## src/design/assert_macros.svh

```systemverilog
// Assertion helper macros shared by the blitter modules.
`ifndef ASSERT_MACROS_SVH
`define ASSERT_MACROS_SVH

// Same-cycle implication, disabled during reset.
`define ASSERT_IMPLIES(lbl, clk, rst_n, ante, cons, msg) \
    lbl: assert property (@(posedge clk) disable iff (!rst_n) (ante) |-> (cons)) \
        else $error(msg);

// Next-cycle implication, disabled during reset.
`define ASSERT_NEXT(lbl, clk, rst_n, ante, cons, msg) \
    lbl: assert property (@(posedge clk) disable iff (!rst_n) (ante) |=> (cons)) \
        else $error(msg);

`endif

```

## src/design/spb_pkg.sv

```systemverilog
// Shared constants and types of the sprite pixel blitter.
`timescale 1ns / 1ps

package spb_pkg;

    // Frame geometry defaults
    localparam int FB_WIDTH_DEF  = 256;
    localparam int FB_HEIGHT_DEF = 256;

    // Pixel and channel widths
    localparam int COLOR_W = 24;
    localparam int CHAN_W  = 8;
    localparam int SUM_W   = CHAN_W + 1;
    localparam int DIV_W   = 8;
    localparam int NUM_CH  = 3;

    // Item op codes
    localparam logic [1:0] OP_DRAW = 2'd0;
    localparam logic [1:0] OP_READ = 2'd1;
    localparam logic [1:0] OP_FILL = 2'd2;

    // Blit modes
    localparam logic [1:0] MODE_OPAQUE = 2'd0;
    localparam logic [1:0] MODE_CHROMA = 2'd1;
    localparam logic [1:0] MODE_SUBST  = 2'd2;
    localparam logic [1:0] MODE_GHOST  = 2'd3;

    // Configuration register indexes
    localparam logic [2:0] REG_BLIT_MODE   = 3'd0;
    localparam logic [2:0] REG_CHROMA      = 3'd1;
    localparam logic [2:0] REG_SUBST       = 3'd2;
    localparam logic [2:0] REG_GHOST_DIV   = 3'd3;
    localparam logic [2:0] REG_CLIP_LEFT   = 3'd4;
    localparam logic [2:0] REG_CLIP_TOP    = 3'd5;
    localparam logic [2:0] REG_CLIP_RIGHT  = 3'd6;
    localparam logic [2:0] REG_CLIP_BOTTOM = 3'd7;

    // Configuration reset values
    localparam logic [23:0] CHROMA_RST    = 24'hFF00FF;
    localparam logic [7:0]  GHOST_DIV_RST = 8'd32;
    localparam logic [8:0]  CLIP_FAR_RST  = 9'd256;

    // Ghost divider request and response
    typedef struct packed {
        logic                         start;
        logic [NUM_CH-1:0][SUM_W-1:0] sum;
        logic [DIV_W-1:0]             divisor;
    } ghost_req_t;

    typedef struct packed {
        logic               done;
        logic [COLOR_W-1:0] color;
    } ghost_rsp_t;

endpackage

```

## src/design/spb_ghost_div.sv

```systemverilog
// Three-lane restoring divider for the ghost blend, one quotient bit per cycle.
`timescale 1ns / 1ps
`include "assert_macros.svh"

module spb_ghost_div
    import spb_pkg::*;
(
    input  logic       clk,
    input  logic       rst_n,
    input  ghost_req_t req,
    output ghost_rsp_t rsp
);

    logic              active_reg, active_next;
    logic              done_reg, done_next;
    logic [2:0]        cnt_reg, cnt_next;
    logic [DIV_W-1:0]  div_reg, div_next;
    logic [CHAN_W-1:0] rem_reg  [NUM_CH];
    logic [CHAN_W-1:0] rem_next [NUM_CH];
    logic [CHAN_W-1:0] low_reg  [NUM_CH];
    logic [CHAN_W-1:0] low_next [NUM_CH];
    logic [CHAN_W-1:0] quo_reg  [NUM_CH];
    logic [CHAN_W-1:0] quo_next [NUM_CH];
    logic              sat_reg  [NUM_CH];
    logic              sat_next [NUM_CH];

    // Dividend is sum*16; quotient saturates when its upper bits reach the divisor
    always_comb
    begin
        logic [CHAN_W:0] trial;
        trial       = '0;
        active_next = active_reg;
        done_next   = 1'b0;
        cnt_next    = cnt_reg;
        div_next    = div_reg;
        for (int c = 0; c < NUM_CH; c++)
        begin
            rem_next[c] = rem_reg[c];
            low_next[c] = low_reg[c];
            quo_next[c] = quo_reg[c];
            sat_next[c] = sat_reg[c];
        end
        if (req.start)
        begin
            active_next = 1'b1;
            cnt_next    = '0;
            div_next    = req.divisor;
            for (int c = 0; c < NUM_CH; c++)
            begin
                rem_next[c] = CHAN_W'(req.sum[c][SUM_W-1:4]);
                low_next[c] = {req.sum[c][3:0], 4'b0000};
                quo_next[c] = '0;
                sat_next[c] = CHAN_W'(req.sum[c][SUM_W-1:4]) >= req.divisor;
            end
        end
        else if (active_reg)
        begin
            for (int c = 0; c < NUM_CH; c++)
            begin
                trial = {rem_reg[c], low_reg[c][CHAN_W-1]};
                if (trial >= {1'b0, div_reg})
                begin
                    trial       = trial - {1'b0, div_reg};
                    quo_next[c] = {quo_reg[c][CHAN_W-2:0], 1'b1};
                end
                else
                begin
                    quo_next[c] = {quo_reg[c][CHAN_W-2:0], 1'b0};
                end
                rem_next[c] = trial[CHAN_W-1:0];
                low_next[c] = {low_reg[c][CHAN_W-2:0], 1'b0};
            end
            cnt_next = cnt_reg + 3'd1;
            if (cnt_reg == 3'd7)
            begin
                active_next = 1'b0;
                done_next   = 1'b1;
            end
        end
    end

    // Control state
    always_ff @(posedge clk or negedge rst_n)
    begin
        if (!rst_n)
        begin
            active_reg <= 1'b0;
            done_reg   <= 1'b0;
            cnt_reg    <= '0;
        end
        else
        begin
            active_reg <= active_next;
            done_reg   <= done_next;
            cnt_reg    <= cnt_next;
        end
    end

    // Datapath
    always_ff @(posedge clk)
    begin
        div_reg <= div_next;
        for (int c = 0; c < NUM_CH; c++)
        begin
            rem_reg[c] <= rem_next[c];
            low_reg[c] <= low_next[c];
            quo_reg[c] <= quo_next[c];
            sat_reg[c] <= sat_next[c];
        end
    end

    // Saturated channels read as full scale
    always_comb
    begin
        rsp.done = done_reg;
        for (int c = 0; c < NUM_CH; c++)
        begin
            rsp.color[c*CHAN_W +: CHAN_W] = sat_reg[c] ? '1 : quo_reg[c];
        end
    end

    `ASSERT_NEXT(a_done_pulse, clk, rst_n, done_reg, !done_reg,
        "ghost divider done held more than one cycle")
    `ASSERT_IMPLIES(a_no_restart, clk, rst_n, req.start, !active_reg,
        "ghost divider started while busy")

endmodule
```

## config.mk

```make
export PLATFORM = sky130hd
export DESIGN_NAME = spb_ghost_div
export DESIGN_NICKNAME = d
export VERILOG_FILES = /design/src/design/spb_pkg.sv /design/src/design/spb_ghost_div.sv
export VERILOG_INCLUDE_DIRS = /design/src /design/src/design
export SDC_FILE = /design/constraint.sdc
export NUM_CORES = 1
export LEC_CHECK = 0
export BUFFER_PORTS_ARGS = -buffer_cell sky130_fd_sc_hd__buf_2
export CORE_ASPECT_RATIO = 1.1
export CORE_MARGIN = 2
export CORE_UTILIZATION = 53
export DETAILED_ROUTE_END_ITERATION = 6
export GPL_TIMING_DRIVEN = 1
export PLACE_DENSITY = 0.78
export SYNTH_ARGS = -nofsm -noshare
export SYNTH_HDL_FRONTEND = slang
export SYNTH_SLANG_ARGS = --single-unit
```

## constraint.sdc

```tcl
create_clock -name clk -period 2.07 [get_ports clk]
set_input_delay 0.207 -clock clk [delete_from_list [all_inputs] [get_ports clk]]
set_output_delay 0.207 -clock clk [all_outputs]
set_load 0.05 [all_outputs]
```

==> qor.csv, run 1 <==
metric;value;unit
status;finished with violations;
failing checks;setup timing;
VDD IR max;696;µV
GRT overflow;0;
Hold Crit Class;primary input to flop;
RSZ-0062 raised after global routing;yes;
CP endpoint kind;flop;
CTS tree;built;
Top FF cell, synth;edfxtp_1;
Slew Limit Fails;0;
Post-route DRC;0;
vias in the first global route;4309;
P_sw;3.35;mW
clk slew on worst S/H paths;0.09;ns
Slew @ Worst Pin;0.778;ns
Synth Warn #;0;
Die W;94.8;µm
final worst slack;-0.152;ns
DR pass1 iterations;5;
min Tclk post-route;2.22;ns
Reg power frac;0.262;
Max transition margin;0.480;
main combinational cell family by area after synthesis;simple AND/OR/NAND/NOR gates;
overall routing resource usage;0.261;
row cnt;36;
Mapped Area;4800;µm²
Net count, final;708;
routability cong.;0.941;
Port Buf Inserts;62;
syn nets;577;
Crit Path Max Fanout;5;
area share of fa/ha/maj cells after synthesis;0.119;
Leak;2.94;nW
Synth top cells by count;49 x nor2_1, 41 x ha_1, 38 x edfxtp_1;
Comb power frac;0.579;
crit path kind;flop to flop;
hpwl dp;9110;µm
XOR/XNOR share of the synthesized area;0.0146;
Mapped Cells;495;
I/O pins;63;
Crit path max-delay family;compound AO/OA/AOI/OAI gates;
initial antenna violation count;0;
finished layout cell area;6430;µm²
Synth top area share;0.238;
Most common cell on crit path;buf_6;
Compound-Gate Fraction of Synth Area;0.169;
Worst Setup Start Kind;flop;
Via Count;4479;
n_diodes;0;
FF+latch count, synth;76;
area grow syn2layout;33.8;%
Core Area;8830;µm²
Worst path slowest cell;edfxtp_1;
Synth area leaders;edfxtp_1 24%, dfxtp_1 14%, ha_1 11%;
Fin Hold WS;0.0354;ns
Die Area;9840;µm²
top-count cell post-synth;nor2_1;
largest net degree at the start of global routing;35;
syn_area_per_cell;9.71;µm²
max frequency;0.450;GHz
Initial DRC Count;264;
clock skew;0.0150;ns
Worst EP required;2.25;ns
Post-Route Utilization;0.728;
wire per inst;18.5;µm
r2r setup slk;-0.15;ns
power density cells;1310;nW/µm²
clk_lat worst skew;0.36;ns
DR vias/cell;6.01;
Setup-failing EPs final;22;
critical-path cell list;ha_4, o211ai_1, o221ai_2, a41oi_4, buf_6, buf_6, nand3_2, o311ai_2;
Tcrit/Tclk final;1.07;
die height;104;µm
Post-DP Area;5640;µm²
H-tree depth;3;
simple-gate share of the synthesized area;0.178;
unique cell type count in the Yosys netlist;56;
total power draw;8.39;mW
Cells after DPL;707;
Clock power frac;0.159;
crit path buf inv count;2;
share of cells above drive strength 1;0.396;
final hold vios;0;
internal power;5.04;mW
library cell with the largest summed area after synthesis;edfxtp_1;
first-pass GRT wire length;20300;µm
CTS max path bufs;2;
crit-path max cell delay;0.45;ns
antenna violation net count after detailed routing;0;
WL final;13800;µm
fin cells;745;
post-synthesis mux area share;0.0732;
clock sink count;76;
Post-synth EDFFs;38;
Clock Tree Root;clkbuf_8;
Starting Density;0.544;
share of synthesized registers carrying an async set or reset;0.0658;
register area share after synthesis;0.401;
Max-Cap Viols;0;
TritonCTS buffer count;9;
Sw Share;0.399;
WP data arrival;2.40;ns
metrics by stage:
| step | setup WS (ns) | TNS (ns) |
|---|---|---|
| 5_1_grt | -0.210 | -3.05 |
| 6_report | -0.152 | -1.65 |
| 3_5_place_dp | -0.157 | -1.64 |
| 4_1_cts | -0.0624 | -0.261 |
| 3_3_place_gp | -0.116 | -0.916 |
| 2_1_floorplan | -0.120 | -0.271 |
layout by cell type (no fill, tap or decap), drive strengths merged, types with 4 or more instances in the layout:
master,instances
a211o,4
a211oi,5
a21o,7
a21oi,12
a221oi,4
a311oi,4
and2,4
and3,4
buf,138
clkbuf,11
dfrtp,5
dfxtp,33
edfxtp,38
ha,41
inv,32
mux2,9
mux2i,25
nand2,33
nand2b,12
nor2,49
nor2b,16
nor3,5
nor3b,4
o211ai,14
o21a,6
o21ai,26
o311ai,7
o31ai,5
or2,28
xnor2,6
power by group through the flow:
stage / logic [mW] / registers (mW) / clock network, mW
2_1_floorplan: 2.53 / 2.12 / 0
3_3_place_gp: 3.48 / 2.18 / 0
3_5_place_dp: 3.57 / 2.19 / 0
4_1_cts: 3.95 / 2.17 / 1.33
5_1_grt: 5.21 / 2.22 / 1.42
6_report: 4.86 / 2.19 / 1.33
worst reg2reg max path: stages (launching register included):
cell	delay, ns
edfxtp_1	0.45
ha_4	0.27
o211ai_1	0.34
o221ai_2	0.20
a41oi_4	0.32
buf_6	0.15
buf_6	0.12
nand3_2	0.10
o311ai_2	0.09
per-layer routing:
| metal | part of all wire | vias to the layer above | GRT usage |
|---|---|---|---|
| met4 | 0.048 | 0 | 0.119 |
| met2 | 0.49 | 209 | 0.442 |
| met1 | 0.40 | 2128 | 0.323 |
| li1 | - | 2086 | - |
| met5 | 0 | - | 0 |
| met3 | 0.059 | 56 | 0.0384 |
area by class of cell:
cell class              count  area [µm²]
repair buffers            139         940
inverters                  29         109
flip-flops and latches     76        1930
clock buffers              11         174
multi-input cells         371        3080
clock inverters             5        61.3
well taps                 114         143
fillers                   637        2400
worst paths after layout:
check,to,start,depth (start not counted)
max,rem_reg[0][9],rem_reg[0][11],8
min,div_reg[6],req[6],1
max reg2reg,rem_reg[0][9],rem_reg[0][11],8
min reg2reg,rem_reg[0][15],rem_reg[0][15],2
max in group asynchronous,cnt_reg[2],rst_n,2
min in group asynchronous,cnt_reg[1],rst_n,2
logic make-up (layout without fill, tap and decap cells):
| group | Yosys count | after routing |
|---|---|---|
| and+or+nand+nor | 168 | 168 |
| buffers and inverters | 50 | 184 |
| xor gates and xnor gates | 8 | 8 |
| DFF | 76 | 76 |
| AOI/OAI and AO/OA | 115 | 117 |
| muxes | 34 | 34 |
| adders and majority gates | 44 | 44 |
repair_timing:
item,CTS,global route
endpoints found under the hold margin,5,0
resized for setup,31,60
cloned,2,2
buffers inserted,6,12
setup endpoints to repair,23,27
hold buffers,1,0
pin swaps,14,27
Note: power is estimated with default switching activity, not from simulation.
==> run 2, diff against run 1 <==
==> constraint.sdc (replaced) <==
create_clock -name clk -period 2.07 [get_ports clk]
set_input_delay 0.1035 -clock clk [delete_from_list [all_inputs] [get_ports clk]]
set_output_delay 0.1035 -clock clk [all_outputs]
set_load 0.05 [all_outputs]
==> run 2 against run 1 <==
Compared with the run above:
- global-route usage rose by 0.17 points
- via count fell by 0.71%
- critical path type unchanged
- cell area barely moved
- largest cell class unchanged
- the run still ends with setup timing left
==> qor.csv, run 2 (same netlist as run 1, synthesis figures left out) <==
metric;value;unit
die height;104;µm
n_diodes;0;
Die Area;9840;µm²
crit path kind;flop to flop;
WP data arrival;2.37;ns
RSZ-0062 raised after global routing;yes;
max frequency;0.453;GHz
power density cells;1290;nW/µm²
Leak;2.96;nW
Worst Setup Start Kind;flop;
TritonCTS buffer count;9;
clock sink count;76;
WL final;13300;µm
overall routing resource usage;0.262;
CP endpoint kind;flop;
Post-route DRC;0;
first-pass GRT wire length;20400;µm
I/O pins;63;
min Tclk post-route;2.21;ns
clk slew on worst S/H paths;0.08;ns
initial antenna violation count;0;
failing checks;setup timing;
Max-Cap Viols;0;
DR vias/cell;5.91;
Starting Density;0.544;
status;finished with violations;
Via Count;4447;
Tcrit/Tclk final;1.07;
Port Buf Inserts;62;
Slew Limit Fails;0;
wire per inst;17.7;µm
crit-path max cell delay;0.41;ns
routability cong.;0.941;
Setup-failing EPs final;18;
H-tree depth;3;
Worst EP required;2.24;ns
hpwl dp;9110;µm
area grow syn2layout;33.9;%
Net count, final;716;
Most common cell on crit path;o21a_1;
critical-path cell list;inv_2, ha_4, o21a_1, o21a_1, o311a_4, or2_4, o311ai_1;
Slew @ Worst Pin;0.793;ns
Initial DRC Count;245;
clock skew;0.0138;ns
share of cells above drive strength 1;0.380;
Die W;94.8;µm
Post-Route Utilization;0.729;
DR pass1 iterations;5;
final hold vios;0;
VDD IR max;587;µV
clk_lat worst skew;0.36;ns
r2r setup slk;-0.14;ns
GRT overflow;0;
commonest non-fill, non-tap cells in the layout;63 x buf_2, 63 x buf_4, 47 x nor2_1;
largest net degree at the start of global routing;35;
CTS tree;built;
Max transition margin;0.470;
Core Area;8830;µm²
setup TNS;-1.05;ns
final worst slack;-0.136;ns
Worst path slowest cell;edfxtp_1;
Clock Tree Root;clkbuf_8;
Crit Path Max Fanout;5;
Hold Crit Class;primary input to flop;
row cnt;36;
antenna violation net count after detailed routing;0;
CTS max path bufs;2;
vias in the first global route;4369;
==> run 2: cell count changes in the layout (fill, tap and decap cells not counted), sizes merged <==
cell / previous run / this run
dlygate4sd3: 1 / 9
==> run 2: power by group <==
| part | switching [mW] | total [mW] | internal [mW] |
|---|---|---|---|
| Combinational | 2.43 | 4.79 | 2.36 |
| Sequential | 0.240 | 2.19 | 1.95 |
| Clock | 0.612 | 1.32 | 0.713 |
| Total | 3.28 | 8.30 | 5.02 |
==> run 2: metal layers <==
layer / routed length [µm] / vias to the layer above / GRT usage
met5: 0 / - / 0
li1: - / 2099 / -
met1: 5290 / 2098 / 0.322
met3: 859 / 49 / 0.0384
met4: 635 / 0 / 0.120
met2: 6550 / 201 / 0.449
==> run 2: timing repair <==
action / 4_1_cts / 5_1_grt
hold buffers: 9 / 0
hold endpoints to repair: 13 / 0
resized for setup: 31 / 46
endpoints found under the setup margin: 23 / 27
gates cloned: 2 / 2
setup buffers: 6 / 12
pin swaps: 14 / 18
==> run 2: worst paths after layout <==
kind / startpoint / to / cells past startpoint
worst max-delay path: div_reg[2] / rem_reg[0][16] / 7
worst min-delay path: req[26] / low_reg[0][20] / 2
worst max register to register: div_reg[2] / rem_reg[0][16] / 7
worst min register to register: rem_reg[0][15] / rem_reg[0][15] / 2
max in group asynchronous: rst_n / cnt_reg[2] / 2
min in group asynchronous: rst_n / done_reg / 2
==> run 2: worst max-delay path, delay by kind of cell, from the launching register on <==
kind	cells	cell delay, ns
buffers and inverters	1	0.14
AO/OA/AOI/OAI	4	0.94
AND/OR/NAND/NOR	1	0.29
flip-flops	1	0.41
adder cells (fa/ha/maj)	1	0.23
==> run 2: cell type report <==
class	count	area, µm²
multi-input combinational	371	3010
fill	629	2390
sequential	76	1930
timing repair buffer	147	1010
clock buffer	11	174
tap	114	143
inverter	29	109
clock inverter	5	61.3
==> run 2: stage by stage <==
stage / hold WS, ns / cell area (µm²) / std cells / worst slack (ns) / total power [mW]
floorplan: -0.192 / 4860 / 495 / -0.120 / 4.65
global placement: -0.0831 / 5640 / 707 / -0.116 / 5.66
detailed placement: -0.0766 / 5640 / 707 / -0.157 / 5.76
CTS: 0.0253 / 6140 / 740 / -0.0624 / 7.47
global route: 0.0224 / 6430 / 753 / -0.201 / 8.78
finish: 0.0326 / 6430 / 753 / -0.136 / 8.30
